`src/rtl/core/imupd_pkg.sv`:
```
`default_nettype none

package imupd_pkg;

  localparam int unsigned FRAME_LENGTH = 11;
  // header is not kept; type byte plus eight payload bytes are
  localparam int unsigned STORED_BYTES = FRAME_LENGTH - 2;
  localparam int unsigned QUEUE_DEPTH  = 2;
  localparam int unsigned TURN_BITS    = 16;

  localparam logic [7:0] HEADER_BYTE = 8'h55;
  localparam logic [7:0] TYPE_ACC    = 8'h51;
  localparam logic [7:0] TYPE_GYRO   = 8'h52;
  localparam logic [7:0] TYPE_ANGLE  = 8'h53;

  localparam logic [15:0] YAW_HOLD_POS = 16'h7FFF;
  localparam logic [15:0] YAW_HOLD_NEG = 16'h8000;
  localparam int          HALF_TURN    = 32768;

  typedef enum logic [1:0] {
    KIND_ACC   = 2'd0,
    KIND_GYRO  = 2'd1,
    KIND_ANGLE = 2'd2
  } kind_e;

  typedef struct packed {
    kind_e       kind;
    logic [15:0] word_x;
    logic [15:0] word_y;
    logic [15:0] word_z;
    logic [15:0] word_temp;
  } frame_t;

  // queue status seen by front and back
  typedef struct packed {
    logic full;
    logic empty;
  } queue_status_t;

endpackage

`default_nettype wire

```
`src/rtl/core/imupd_front.sv`:
```
`default_nettype none

module imupd_front (
  input  wire logic               clk_i,
  input  wire logic               rst_ni,
  input  wire logic               in_valid_i,
  output logic                    in_stall_o,
  input  wire logic [7:0]         rx_byte_i,
  input  wire imupd_pkg::queue_status_t q_status_i,
  output logic                    push_o,
  output imupd_pkg::frame_t       push_frame_o
);

  localparam int unsigned IdxW = $clog2(imupd_pkg::STORED_BYTES);

  logic [3:0] count_q, count_d;
  logic [7:0] frame_q [imupd_pkg::STORED_BYTES];
  logic       accept;
  logic       last_byte;
  logic       kind_ok;
  imupd_pkg::kind_e kind;

  assign in_stall_o = q_status_i.full;
  assign accept     = in_valid_i && !in_stall_o;
  assign last_byte  = (count_q == 4'(imupd_pkg::STORED_BYTES + 1));

  always_comb begin
    kind_ok = 1'b1;
    kind    = imupd_pkg::KIND_ACC;
    unique case (frame_q[0])
      imupd_pkg::TYPE_ACC:   kind = imupd_pkg::KIND_ACC;
      imupd_pkg::TYPE_GYRO:  kind = imupd_pkg::KIND_GYRO;
      imupd_pkg::TYPE_ANGLE: kind = imupd_pkg::KIND_ANGLE;
      default:               kind_ok = 1'b0;
    endcase
  end

  always_comb begin
    count_d = count_q;
    if (accept) begin
      if (count_q == 4'd0) begin
        if (rx_byte_i == imupd_pkg::HEADER_BYTE) begin
          count_d = 4'd1;
        end
      end else if (last_byte) begin
        count_d = 4'd0;
      end else begin
        count_d = count_q + 4'd1;
      end
    end
  end

  always_ff @(posedge clk_i or negedge rst_ni) begin
    if (!rst_ni) begin
      count_q <= 4'd0;
    end else begin
      count_q <= count_d;
    end
  end

  // byte k of the frame (k >= 1) lands at slot k-1
  always_ff @(posedge clk_i) begin
    if (accept && count_q != 4'd0 && !last_byte) begin
      frame_q[IdxW'(count_q - 4'd1)] <= rx_byte_i;
    end
  end

  // checksum byte closes the frame; it is never checked
  assign push_o                 = accept && last_byte && kind_ok;
  assign push_frame_o.kind      = kind;
  assign push_frame_o.word_x    = {frame_q[2], frame_q[1]};
  assign push_frame_o.word_y    = {frame_q[4], frame_q[3]};
  assign push_frame_o.word_z    = {frame_q[6], frame_q[5]};
  assign push_frame_o.word_temp = {frame_q[8], frame_q[7]};

endmodule

`default_nettype wire

```
`src/rtl/core/imupd_fifo.sv`:
```
`default_nettype none

module imupd_fifo (
  input  wire logic               clk_i,
  input  wire logic               rst_ni,
  input  wire logic               push_i,
  input  wire imupd_pkg::frame_t  push_frame_i,
  input  wire logic               pop_i,
  output imupd_pkg::frame_t       pop_frame_o,
  output imupd_pkg::queue_status_t status_o
);

  localparam int unsigned Depth = imupd_pkg::QUEUE_DEPTH;
  localparam int unsigned PtrW  = (Depth > 1) ? $clog2(Depth) : 1;
  localparam int unsigned CntW  = $clog2(Depth + 1);

  imupd_pkg::frame_t mem_q [Depth];
  logic [PtrW-1:0]   wr_ptr_q, rd_ptr_q;
  logic [CntW-1:0]   count_q;

  function automatic logic [PtrW-1:0] ptr_inc(input logic [PtrW-1:0] p);
    ptr_inc = (p == PtrW'(Depth - 1)) ? '0 : p + PtrW'(1);
  endfunction

  assign status_o.full  = (count_q == CntW'(Depth));
  assign status_o.empty = (count_q == '0);
  assign pop_frame_o    = mem_q[rd_ptr_q];

  always_ff @(posedge clk_i or negedge rst_ni) begin
    if (!rst_ni) begin
      wr_ptr_q <= '0;
      rd_ptr_q <= '0;
      count_q  <= '0;
    end else begin
      if (push_i) begin
        wr_ptr_q <= ptr_inc(wr_ptr_q);
      end
      if (pop_i) begin
        rd_ptr_q <= ptr_inc(rd_ptr_q);
      end
      if (push_i && !pop_i) begin
        count_q <= count_q + CntW'(1);
      end else if (pop_i && !push_i) begin
        count_q <= count_q - CntW'(1);
      end
    end
  end

  always_ff @(posedge clk_i) begin
    if (push_i) begin
      mem_q[wr_ptr_q] <= push_frame_i;
    end
  end

  a_no_overflow : assert property (@(posedge clk_i) disable iff (!rst_ni)
    push_i |-> !status_o.full)
    else $error("queue push while full");

  a_no_underflow : assert property (@(posedge clk_i) disable iff (!rst_ni)
    pop_i |-> !status_o.empty)
    else $error("queue pop while empty");

  a_count_range : assert property (@(posedge clk_i) disable iff (!rst_ni)
    count_q <= CntW'(Depth))
    else $error("queue count out of range");

endmodule

`default_nettype wire

```
`src/rtl/core/imupd_back.sv`:
```
`default_nettype none

module imupd_back #(
  parameter int unsigned TurnBits = imupd_pkg::TURN_BITS
) (
  input  wire logic                clk_i,
  input  wire logic                rst_ni,
  input  wire imupd_pkg::queue_status_t q_status_i,
  input  wire imupd_pkg::frame_t   frame_i,
  output logic                     pop_o,
  output logic                     out_valid_o,
  input  wire logic                out_stall_i,
  output logic [1:0]               packet_kind_o,
  output logic signed [15:0]       word_x_o,
  output logic signed [15:0]       word_y_o,
  output logic signed [15:0]       word_z_o,
  output logic signed [15:0]       word_temp_o,
  output logic [15:0]              yaw_unsigned_o,
  output logic signed [15:0]       turn_total_o,
  output logic signed [31:0]       multi_turn_angle_o
);

  logic                 out_valid_q;
  imupd_pkg::frame_t    frame_q;
  logic [15:0]          yaw_q, yaw_d;
  logic [TurnBits-1:0]  turn_q, turn_d;
  logic [15:0]          out_yaw_q;
  logic [15:0]          out_turn_q;
  logic                 is_angle;
  logic                 yaw_hold;
  logic signed [16:0]   diff;
  logic [15:0]          turn_ext;

  assign pop_o    = !q_status_i.empty && (!out_valid_q || !out_stall_i);
  assign is_angle = (frame_i.kind == imupd_pkg::KIND_ANGLE);
  assign yaw_hold = (frame_i.word_z == imupd_pkg::YAW_HOLD_POS) ||
                    (frame_i.word_z == imupd_pkg::YAW_HOLD_NEG);

  // previous yaw always equals held yaw, so one register serves both
  always_comb begin
    yaw_d  = yaw_q;
    turn_d = turn_q;
    diff   = '0;
    if (is_angle) begin
      if (!yaw_hold) begin
        yaw_d = frame_i.word_z;
      end
      diff = $signed({1'b0, yaw_d}) - $signed({1'b0, yaw_q});
      if (diff > 17'sd32768) begin
        turn_d = turn_q - TurnBits'(1);
      end else if (diff < -17'sd32768) begin
        turn_d = turn_q + TurnBits'(1);
      end
    end
  end

  assign turn_ext = 16'($signed(turn_d));

  always_ff @(posedge clk_i or negedge rst_ni) begin
    if (!rst_ni) begin
      out_valid_q <= 1'b0;
      yaw_q       <= '0;
      turn_q      <= '0;
    end else begin
      if (pop_o) begin
        out_valid_q <= 1'b1;
        yaw_q       <= yaw_d;
        turn_q      <= turn_d;
      end else if (!out_stall_i) begin
        out_valid_q <= 1'b0;
      end
    end
  end

  always_ff @(posedge clk_i) begin
    if (pop_o) begin
      frame_q    <= frame_i;
      out_yaw_q  <= yaw_d;
      out_turn_q <= turn_ext;
    end
  end

  assign out_valid_o        = out_valid_q;
  assign packet_kind_o      = frame_q.kind;
  assign word_x_o           = frame_q.word_x;
  assign word_y_o           = frame_q.word_y;
  assign word_z_o           = frame_q.word_z;
  assign word_temp_o        = frame_q.word_temp;
  assign yaw_unsigned_o     = out_yaw_q;
  assign turn_total_o       = out_turn_q;
  assign multi_turn_angle_o = {out_turn_q, out_yaw_q};

  a_sentinel_keeps_yaw : assert property (@(posedge clk_i) disable iff (!rst_ni)
    pop_o && is_angle && yaw_hold |=> $stable(yaw_q))
    else $error("yaw changed on a sentinel value");

  a_plain_frame_keeps_turns : assert property (@(posedge clk_i) disable iff (!rst_ni)
    pop_o && !is_angle |=> $stable(turn_q) && $stable(yaw_q))
    else $error("yaw state changed on a non-angle frame");

  a_pop_loads_output : assert property (@(posedge clk_i) disable iff (!rst_ni)
    pop_o |=> out_valid_q && yaw_unsigned_o == yaw_q)
    else $error("output register not loaded on pop");

endmodule

`default_nettype wire

```
`src/rtl/core/imu_packet_deframer_yaw_unwrap.sv`:
```
// Serial IMU frame deframer with multi-turn yaw tracking.
// Input channel: one received byte per transfer on rx_byte_i (in_valid_i /
// in_stall_o). The block hunts for the 0x55 header, collects 11-byte
// frames and drops the checksum byte unchecked.
// Output channel: one transfer per complete frame of type 0x51, 0x52 or
// 0x53 (out_valid_o / out_stall_i) with the four raw payload words, the
// held yaw, the turn counter and the combined multi-turn angle.
// With the output free, the result of a frame passes the frame queue and
// the output register. Throughput: one byte per cycle while in_stall_o
// is low; the front deframer and the back yaw unit each take one item
// per cycle when not stalled and meet through a two-entry frame queue.
// Reset clears the byte counter, the queue, the yaw and the turn count;
// the first frame after reset is hunted from its header.
// When the receiver stalls the result holds on the output; further frames
// fill the queue, and in_stall_o rises only while the queue is full.
`default_nettype none

module imu_packet_deframer_yaw_unwrap #(
  parameter int unsigned TurnBits = imupd_pkg::TURN_BITS
) (
  input  wire logic          clk_i,
  input  wire logic          rst_ni,
  input  wire logic          in_valid_i,
  output logic               in_stall_o,
  input  wire logic [7:0]    rx_byte_i,
  output logic               out_valid_o,
  input  wire logic          out_stall_i,
  output logic [1:0]         packet_kind_o,
  output logic signed [15:0] word_x_o,
  output logic signed [15:0] word_y_o,
  output logic signed [15:0] word_z_o,
  output logic signed [15:0] word_temp_o,
  output logic [15:0]        yaw_unsigned_o,
  output logic signed [15:0] turn_total_o,
  output logic signed [31:0] multi_turn_angle_o
);

  imupd_pkg::queue_status_t q_status;
  imupd_pkg::frame_t        push_frame;
  imupd_pkg::frame_t        pop_frame;
  logic                     push;
  logic                     pop;

  imupd_front u_front (
    .clk_i        (clk_i),
    .rst_ni       (rst_ni),
    .in_valid_i   (in_valid_i),
    .in_stall_o   (in_stall_o),
    .rx_byte_i    (rx_byte_i),
    .q_status_i   (q_status),
    .push_o       (push),
    .push_frame_o (push_frame)
  );

  imupd_fifo u_fifo (
    .clk_i        (clk_i),
    .rst_ni       (rst_ni),
    .push_i       (push),
    .push_frame_i (push_frame),
    .pop_i        (pop),
    .pop_frame_o  (pop_frame),
    .status_o     (q_status)
  );

  imupd_back #(
    .TurnBits (TurnBits)
  ) u_back (
    .clk_i              (clk_i),
    .rst_ni             (rst_ni),
    .q_status_i         (q_status),
    .frame_i            (pop_frame),
    .pop_o              (pop),
    .out_valid_o        (out_valid_o),
    .out_stall_i        (out_stall_i),
    .packet_kind_o      (packet_kind_o),
    .word_x_o           (word_x_o),
    .word_y_o           (word_y_o),
    .word_z_o           (word_z_o),
    .word_temp_o        (word_temp_o),
    .yaw_unsigned_o     (yaw_unsigned_o),
    .turn_total_o       (turn_total_o),
    .multi_turn_angle_o (multi_turn_angle_o)
  );

endmodule

`default_nettype wire
```
`config.mk`:
```
export PLATFORM = sky130hd
export DESIGN_NAME = imu_packet_deframer_yaw_unwrap
export DESIGN_NICKNAME = d
export VERILOG_FILES = /design/src/rtl/core/imupd_pkg.sv /design/src/rtl/core/imupd_front.sv /design/src/rtl/core/imupd_fifo.sv /design/src/rtl/core/imupd_back.sv /design/src/rtl/core/imu_packet_deframer_yaw_unwrap.sv
export SDC_FILE = /design/constraint.sdc
export NUM_CORES = 1
export LEC_CHECK = 0
export BUFFER_PORTS_ARGS = -buffer_cell sky130_fd_sc_hd__buf_2
export CAP_MARGIN = 0
export CELL_PAD_IN_SITES_DETAIL_PLACEMENT = 0
export CELL_PAD_IN_SITES_GLOBAL_PLACEMENT = 1
export CORE_MARGIN = 3
export CORE_UTILIZATION = 40
export CTS_CLUSTER_DIAMETER = 50
export DETAILED_ROUTE_END_ITERATION = 8
export GPL_ROUTABILITY_DRIVEN = 0
export GPL_TIMING_DRIVEN = 0
export HOLD_SLACK_MARGIN = 0.12
export PLACE_DENSITY = 0.72
export SLEW_MARGIN = 10
export SYNTH_ARGS = -nofsm -noshare
export SYNTH_HDL_FRONTEND = slang
export SYNTH_SLANG_ARGS = --single-unit
```
`constraint.sdc`:
```
create_clock -name clk_i -period 15.8 [get_ports clk_i]
set_input_delay 1.58 -clock clk_i [delete_from_list [all_inputs] [get_ports clk_i]]
set_output_delay 1.58 -clock clk_i [all_outputs]
set_load 0.05 [all_outputs]
```
==> results of run 1 <==
kinds of logic (layout without fill, tap and decap cells):
kind of cell,count (synthesis),after routing,share of synthesized area [%]
compound gates,157,157,7.470
xor+xnor,34,34,2.065
fa+ha+maj,20,20,1.787
buf+inv,111,328,3.938
flops,343,343,69.99
mux,67,67,5.223
simple gates,269,269,9.525
metal layers:
| layer | GRT usage [%] | wire (um) | vias up |
|---|---|---|---|
| met5 | 0 | 0 | - |
| met2 | 26.90 | 15200 | 254 |
| met3 | 2.593 | 1645 | 60 |
| li1 | - | - | 4146 |
| met4 | 5.334 | 855 | 0 |
| met1 | 23.58 | 14820 | 4346 |
flip-flops by register name, indices dropped and copies added (netlist names):
name	flops
u_back.word_temp_o	16
u_fifo.count_q	2
u_back.turn_total_o	16
u_back.turn_q	16
u_back.word_y_o	16
u_back.word_x_o	16
u_fifo.rd_ptr_q	1
u_front.frame_q	72
u_fifo.wr_ptr_q	1
u_back.yaw_unsigned_o	16
u_fifo.mem_q	132
u_back.out_valid_o	1
u_back.word_z_o	16
u_back.packet_kind_o	2
u_back.yaw_q	16
u_front.count_q	4
stage by stage:
| step | hold slack, ns | utilization, % | cells | setup slack, ns | area (um2) |
|---|---|---|---|---|---|
| after floorplan | 0.4215 | - | 1001 | 10.07 | 14420 |
| after global placement | 0.4216 | 44.81 | 1599 | 7.843 | 15710 |
| after detailed placement | 0.4290 | 45.21 | 1605 | 9.217 | 15850 |
| after CTS | 0.4414 | 48.76 | 1673 | 9.130 | 17090 |
| after global routing | 0.4567 | 48.76 | 1673 | 8.670 | 17090 |
| final | 0.4408 | 48.76 | 1673 | 9.141 | 17090 |
cell usage after synthesis, types with 4 or more instances:
cell      instances
a21oi_1          15
and2_1            9
nor3_1           11
nand3_1          30
and3_1           13
o32ai_1          17
o31ai_1           4
xor2_1           24
o21a_1            4
edfxtp_1        302
nand4_1          23
nor2b_1           7
mux2_2           66
nor4_1            8
dfrtp_1          41
clkbuf_1         40
o21ai_0          61
nor2_1           40
a21o_1            7
inv_1            26
buf_4            34
nand2b_1          7
nand2_1          90
buf_2             7
or3_1             8
xnor2_1          10
ha_1             19
power by group:
group	internal, mW	total, mW	leakage [nW]	switching, mW
Sequential	1.18	1.24	3.26	0.0593
Clock	0.514	0.868	0.601	0.354
Combinational	0.389	1.42	2.34	1.03
Total	2.08	3.52	6.20	1.44
worst max path at each step:
stage,startpoint,endpoint
CTS,u_fifo.rd_ptr_q$_DFFE_PN0P_,u_back.turn_total_o[14]$_DFFE_PP_
finish,u_fifo.rd_ptr_q$_DFFE_PN0P_,u_back.turn_total_o[7]$_DFFE_PP_
floorplan,in_valid_i,u_fifo.mem_q[0][0]$_DFFE_PP_
detailed placement,u_fifo.rd_ptr_q$_DFFE_PN0P_,u_back.turn_total_o[14]$_DFFE_PP_
global placement,in_valid_i,u_fifo.mem_q[0][10]$_DFFE_PP_
global route,u_fifo.rd_ptr_q$_DFFE_PN0P_,u_back.turn_total_o[14]$_DFFE_PP_
critical path, stage by stage, from the launching register on:
cell and delay (ns):
dfrtp_1 0.41, buf_2 0.30, clkbuf_1 0.56, mux2_2 0.49, nand4_1 0.12, nor4_1 0.06
a31oi_1 0.28, clkbuf_1 0.47, mux2i_1 0.36, ha_1 0.22, inv_1 0.06, fa_1 0.46
a211oi_4 0.26, nor2_1 0.10, a311oi_1 0.41, and2_1 0.26, o21a_1 0.16, clkbuf_1 0.39
clkbuf_1 0.46, a31oi_1 0.20, a311oi_1 0.24, nand3_1 0.12
layout make-up:
| class | instances | area, um2 | share of cell area, % |
|---|---|---|---|
| Clock inverter | 25 | 274.0 | 1.603 |
| Multi-Input combinational cell | 547 | 3789 | 22.17 |
| Inverter | 26 | 102.6 | 0.6002 |
| Clock buffer | 43 | 969.7 | 5.673 |
| Tap cell | 455 | 569.3 | 3.331 |
| Timing Repair Buffer | 149 | 823.3 | 4.817 |
| Sequential cell | 343 | 10090 | 59.06 |
| Buffer | 85 | 470.5 | 2.752 |
==> key figures, run 1 <==
Floorplan
  • Chip height: approximately 200 um
  • Core area: 35050 um2
  • Std cell rows: 68
  • Initial core utilization: 41.14%
  • Die width: a little under 200 um
  • Top Ports: 144
  • Die Area: roughly 38000 um2

Yosys
  • Largest cells by area after synthesis: edfxtp_1 63%, dfrtp_1 7.1%, mux2_2 5.2%, nand2_1 2.3%, o21ai_0 2.1%
  • Count of cell types in the netlist: 75
  • Yosys warnings: 0
  • Async SR Flop Fraction: a little under an eighth
  • Sequential area share after synthesis: between 60% and 70%
  • Synthesized flop and latch total: around 340
  • Mapped Nets: just over 1000
  • Syn Area/Cell: approximately 14 um2
  • Biggest area consumer among synthesized cells: edfxtp_1
  • Mapped cell area: 14420 um2
  • Cells after Synth: about 1000
  • EDFF count, synth: ~300
  • Top_reg_cell synth: edfxtp_1
  • Top cell type's share of synthesized area: between 60% and 70%

Drt
  • Drt first pass iters: 5
  • Via/cell ratio: ~5.3
  • Post-DRT Antenna Nets: 0
  • Vias: just under 9000
  • Routed WL per cell: about 19 um
  • Initial DRC Count: around 600
  • Drc violations: 0
  • Final WL: roughly 33 mm

Critical path
  • CP endpoint kind: flop
  • Crit path arrival time: just under 7 ns
  • Worst R2R Setup Slack: just over 9 ns
  • Worst path required time: around 16 ns
  • Worst R2R End: u_back.turn_total_o[7]$_DFFE_PP_
  • Crit Path Max Fanout: 10
  • Crit Path Class: flop to flop
  • Critical Path Source Type: flop
  • Worst r2r path cells: 21
  • R2r startpoint: u_fifo.rd_ptr_q$_DFFE_PN0P_

Global routing
  • Vias in the first global route: a little under 9000
  • GRT Total Usage: 16.74%
  • Total grt overflow: 0
  • Largest net degree at the start of global routing: 79
  • Global-route wire length before repair: roughly 50 mm
  • Initial antenna violation count: 0

Power
  • Total Power: approximately 3.5 mW
  • Leakage: 6.201 nW
  • VDD IR max: between 0.15 and 0.2 mV
  • Total power per unit cell area: ~210 nW/um2

Min path
  • Hold-critical path endpoint: u_fifo.mem_q[0][3]$_DFFE_PP_
  • Hold path start: u_front.frame_q[7][3]$_DFFE_PP_
  • Worst hold path class: flop to flop
  • Hold Path Depth: 0

Clock network
  • Clock sink count: approximately 340
  • Root Driver: clkbuf_16
  • Worst-Skew Late Latency: roughly 0.53 ns
  • # hold bufs at CTS: 0
  • Longest Clk Path Bufs: 3
  • Number of clock buffers inserted by TritonCTS: 37
  • Gates resized, CTS repair: 0
  • Post-CTS Setup Bufs: 0
  • Reg clk slew, reported paths: 0.06 ns
  • CTS H-tree depth: 2
  • CTS tree: yes

Finish
  • Most common cell after layout, fill and taps aside: edfxtp_1
  • Share of cells above drive strength 1: ~28%
  • Fillers: 3051
  • ANT cells: 0
  • Area growth from synthesis to layout: 18.51%
  • Most frequent cells in the layout: 302 x edfxtp_1, 151 x buf_2, 90 x nand2_1, 66 x mux2_2, 61 x o21ai_0
  • Nets: between 1000 and 1500

Timing
  • Worst-Margin Slew: 1.205 ns
  • RSZ-0062 raised after global routing: no
  • Worst Skew: 0.008696 ns
  • F_max: roughly 150 MHz
  • Final hold vios: 0
  • Final setup violating endpoints: 0
  • Sum Neg Setup Slack: 0 ns
  • Slew HR: 19.06%
  • Post-layout min period: 6.659 ns
  • Max-slew violations: 0
  • Final worst-path cycle share: a little over two fifths

Place
  • PortBufs: between 100 and 150
  • HPWL Detailed: between 20 and 25 mm

Run status
  • Status: completed

Job
  • Maxcap violations: 0
Note: power is estimated with default switching activity, not from simulation.
==> run 2, diff against run 1 <==
--- a/config.mk
+++ b/config.mk
@@ -16,7 +16,7 @@
 export GPL_ROUTABILITY_DRIVEN = 0
 export GPL_TIMING_DRIVEN = 0
 export HOLD_SLACK_MARGIN = 0.12
-export PLACE_DENSITY = 0.72
+export PLACE_DENSITY = 0.74
 export SLEW_MARGIN = 10
 export SYNTH_ARGS = -nofsm -noshare
 export SYNTH_HDL_FRONTEND = slang
==> constraint.sdc (replaced) <==
create_clock -name clk_i -period 5.3 [get_ports clk_i]
set_input_delay 0.53 -clock clk_i [delete_from_list [all_inputs] [get_ports clk_i]]
set_output_delay 0.53 -clock clk_i [all_outputs]
set_load 0.05 [all_outputs]
==> run 2 against run 1 <==
Net effect:
- highest routed layer unchanged
- count of clock-buffer cells in the layout rose by 3
- design area increased by 1.3%
- largest power group unchanged
- total power grew to 3.0 times the previous value
==> key figures, run 2 (synthesis results as in run 1) <==
Drt
  • Vias: 8964 (+1.8%)
  • Met2 wire length: 14.89 mm (-2.1%)
  • Drt first pass iters: 6 (+1)
  • Final WL: 32.38 mm (-0.44%)
  • DR top layer: met4
  • Met1 wire length: 14.90 mm (+0.55%)
  • Drc violations: 0 (unchanged)
  • Via/cell ratio: 5.320 (+1.1%)
  • Routed WL per cell: 19.22 um (-1.1%)
  • Initial DRC Count: 706 (+15%)
  • Post-DRT Antenna Nets: 0 (unchanged)
  • Met3 routed WL: 1.741 mm (+5.8%)

Min path
  • Worst hold path class: input port to flop

Power
  • VDD IR max: 0.5368 mV (+220%)
  • Leakage: 6.295 nW (+1.5%)
  • Total power per unit cell area: 607.5 nW/um2 (+190%)
  • Total Power: 10.52 mW (+200%)

Critical path
  • Crit Path Class: flop to flop
  • Crit path arrival time: 5.44 ns (-1.48 ns)
  • Critical Path Source Type: flop
  • Crit Path Max Fanout: 10 (unchanged)
  • CP endpoint kind: flop
  • Worst path required time: 5.57 ns (-10.49 ns)

Floorplan
  • Die width: 195.9 um (unchanged)
  • Initial core utilization: 41.14% (unchanged)
  • Core area: 35050 um2 (unchanged)
  • Std cell rows: 68 (unchanged)
  • Die Area: 38370 um2 (unchanged)
  • Chip height: 195.9 um (unchanged)
  • Top Ports: 144 (unchanged)

Place
  • HPWL Detailed: 21.17 mm (+0.23%)
  • Inst Count DP: 1605 (unchanged)
  • PortBufs: 143 (unchanged)
  • Worst slack, placed: -1.076 ns (-10.29 ns)

Timing
  • Worst-Margin Slew: 1.170 ns (-0.03440 ns)
  • Post-layout min period: 5.169 ns (-1.490 ns)
  • Final hold vios: 0 (unchanged)
  • Final WS setup: 0.1309 ns (-9.010 ns)
  • Slew HR: 21.37% (+2.3 points)
  • Final setup violating endpoints: 0 (unchanged)
  • Worst Skew: 0.02182 ns (+0.01312 ns)
  • Hold_ws: 0.2644 ns (-0.1763 ns)
  • Max-slew violations: 0 (unchanged)
  • Final worst-path cycle share: 97.53% (+55 points)
  • RSZ-0062 raised after global routing: yes
  • F_max: 193.5 MHz (+29%)

Global routing
  • Global-route wire length before repair: 50.18 mm (-0.23%)
  • Vias in the first global route: 8794 (+1.5%)
  • Initial antenna violation count: 0 (unchanged)
  • GRT Total Usage: 16.59% (-0.15 points)
  • Largest net degree at the start of global routing: 62 (-22%)
  • Total grt overflow: 0 (unchanged)

Finish
  • Share of cells above drive strength 1: 30.16% (+2.7 points)
  • Largest register FFs: 132 (unchanged)
  • Fillers: 3054 (+0.098%)
  • Most common cell after layout, fill and taps aside: edfxtp_1
  • Nets: 1234 (+1.1%)
  • FF+latch area: 10100 um2 (about the same)
  • Multi-input logic area: 3933 um2 (+3.8%)
  • Area growth from synthesis to layout: 20.04%
  • Layout Cells excl Fill: 1685 (+0.72%)
  • Largest regs: u_fifo.mem_q (132), u_front.frame_q (72)
  • ANT cells: 0 (unchanged)
  • Most frequent cells in the layout: 302 x edfxtp_1, 149 x buf_2, 90 x nand2_1, 60 x mux2_2, 54 x o21ai_0
  • Largest register by flop count: u_fifo.mem_q

Job
  • Maxcap violations: 0 (unchanged)

Clock network
  • Root Driver: clkbuf_16
  • Reg clk slew, reported paths: 0.06 ns (about the same)
  • Longest Clk Path Bufs: 3 (unchanged)
  • CTS H-tree depth: 2 (unchanged)
  • Clock sink count: 343 (unchanged)
  • Number of clock buffers inserted by TritonCTS: 38 (+2.7%)
  • Worst-Skew Late Latency: 0.53 ns (about the same)
  • CTS tree: yes

Run status
  • Status: completed
[run 2: cell count changes in the layout (fill, tap and decap cells not counted), sizes merged]
cell / before / now
clkbuf: 83 / 84
clkinvlp: 4 / 3
inv: 30 / 32
bufinv: 4 / 0
dlygate4sd3: 0 / 1
buf: 194 / 207
[run 2: path summary, 6_finish.rpt]
check	start	to	slack, ns	depth (start not counted)
worst max-delay path	u_fifo.rd_ptr_q$_DFFE_PN0P_	u_back.turn_total_o[1]$_DFFE_PP_	0.13	19
worst min-delay path	out_stall_i	u_back.out_valid_o$_DFFE_PN0P_	0.26	3
worst max register to register	u_fifo.rd_ptr_q$_DFFE_PN0P_	u_back.turn_total_o[1]$_DFFE_PP_	0.13	19
worst min register to register	u_front.frame_q[3][7]$_DFFE_PP_	u_fifo.mem_q[1][39]$_DFFE_PP_	0.44	0
max in group asynchronous	rst_ni	u_fifo.rd_ptr_q$_DFFE_PN0P_	4.28	2
min in group asynchronous	rst_ni	u_back.yaw_q[3]$_DFFE_PN0P_	0.57	2
[run 2: worst max-delay path: stages (launching register included)]
cell and delay [ns]:
dfrtp_2 0.42, buf_8 0.15, clkbuf_16 0.18, mux2_4 0.34, nand4_1 0.10, nor4_1 0.06
a31oi_1 0.27, clkbuf_8 0.23, mux2i_4 0.23, ha_2 0.20, inv_1 0.06, fa_2 0.43
a211oi_4 0.31, o31ai_4 0.10, a21boi_2 0.15, xnor2_1 0.07, or4_4 0.52, or4_4 0.60
a221o_1 0.34, o221a_2 0.13
[run 2: metal layers]
| metal | GRT usage [%] | vias up |
|---|---|---|
| met3 | 2.834 | 64 |
| met1 | 23.90 | 4448 |
| met5 | 0 | - |
| li1 | - | 4179 |
| met2 | 25.74 | 273 |
| met4 | 5.519 | 0 |
[run 2: final cells by class]
cell class,instances,area share [%]
Clock buffer,46,5.724
Sequential cell,343,58.31
Tap cell,455,3.288
Timing Repair Buffer,164,5.391
Clock inverter,22,0.9901
Buffer,82,2.985
Inverter,26,0.5926
Multi-Input combinational cell,547,22.71
[run 2: report_power, final]
| group | switching [mW] | internal (mW) |
|---|---|---|
| Combinational | 3.14 | 1.29 |
| Sequential | 0.180 | 3.51 |
| Clock | 1.05 | 1.36 |
[run 2: repair_timing]
action | CTS | global route
buffers inserted | 3 | 11
gates resized for setup | 28 | 34
pin swaps | 2 | 11
hold buffers | 0 | 1
endpoints found under the hold margin | 0 | 41
setup endpoints to repair | 32 | 32
[run 2: through the flow]
| step | setup TNS, ns | area (um2) | util, % |
|---|---|---|---|
| after floorplan | 0 | 14420 | - |
| after global placement | -148.28 | 15710 | 44.81 |
| after detailed placement | -29.16 | 15840 | 45.20 |
| after CTS | 0 | 17120 | 48.84 |
| after global routing | -0.1322 | 17310 | 49.39 |
| final | 0 | 17310 | 49.39 |
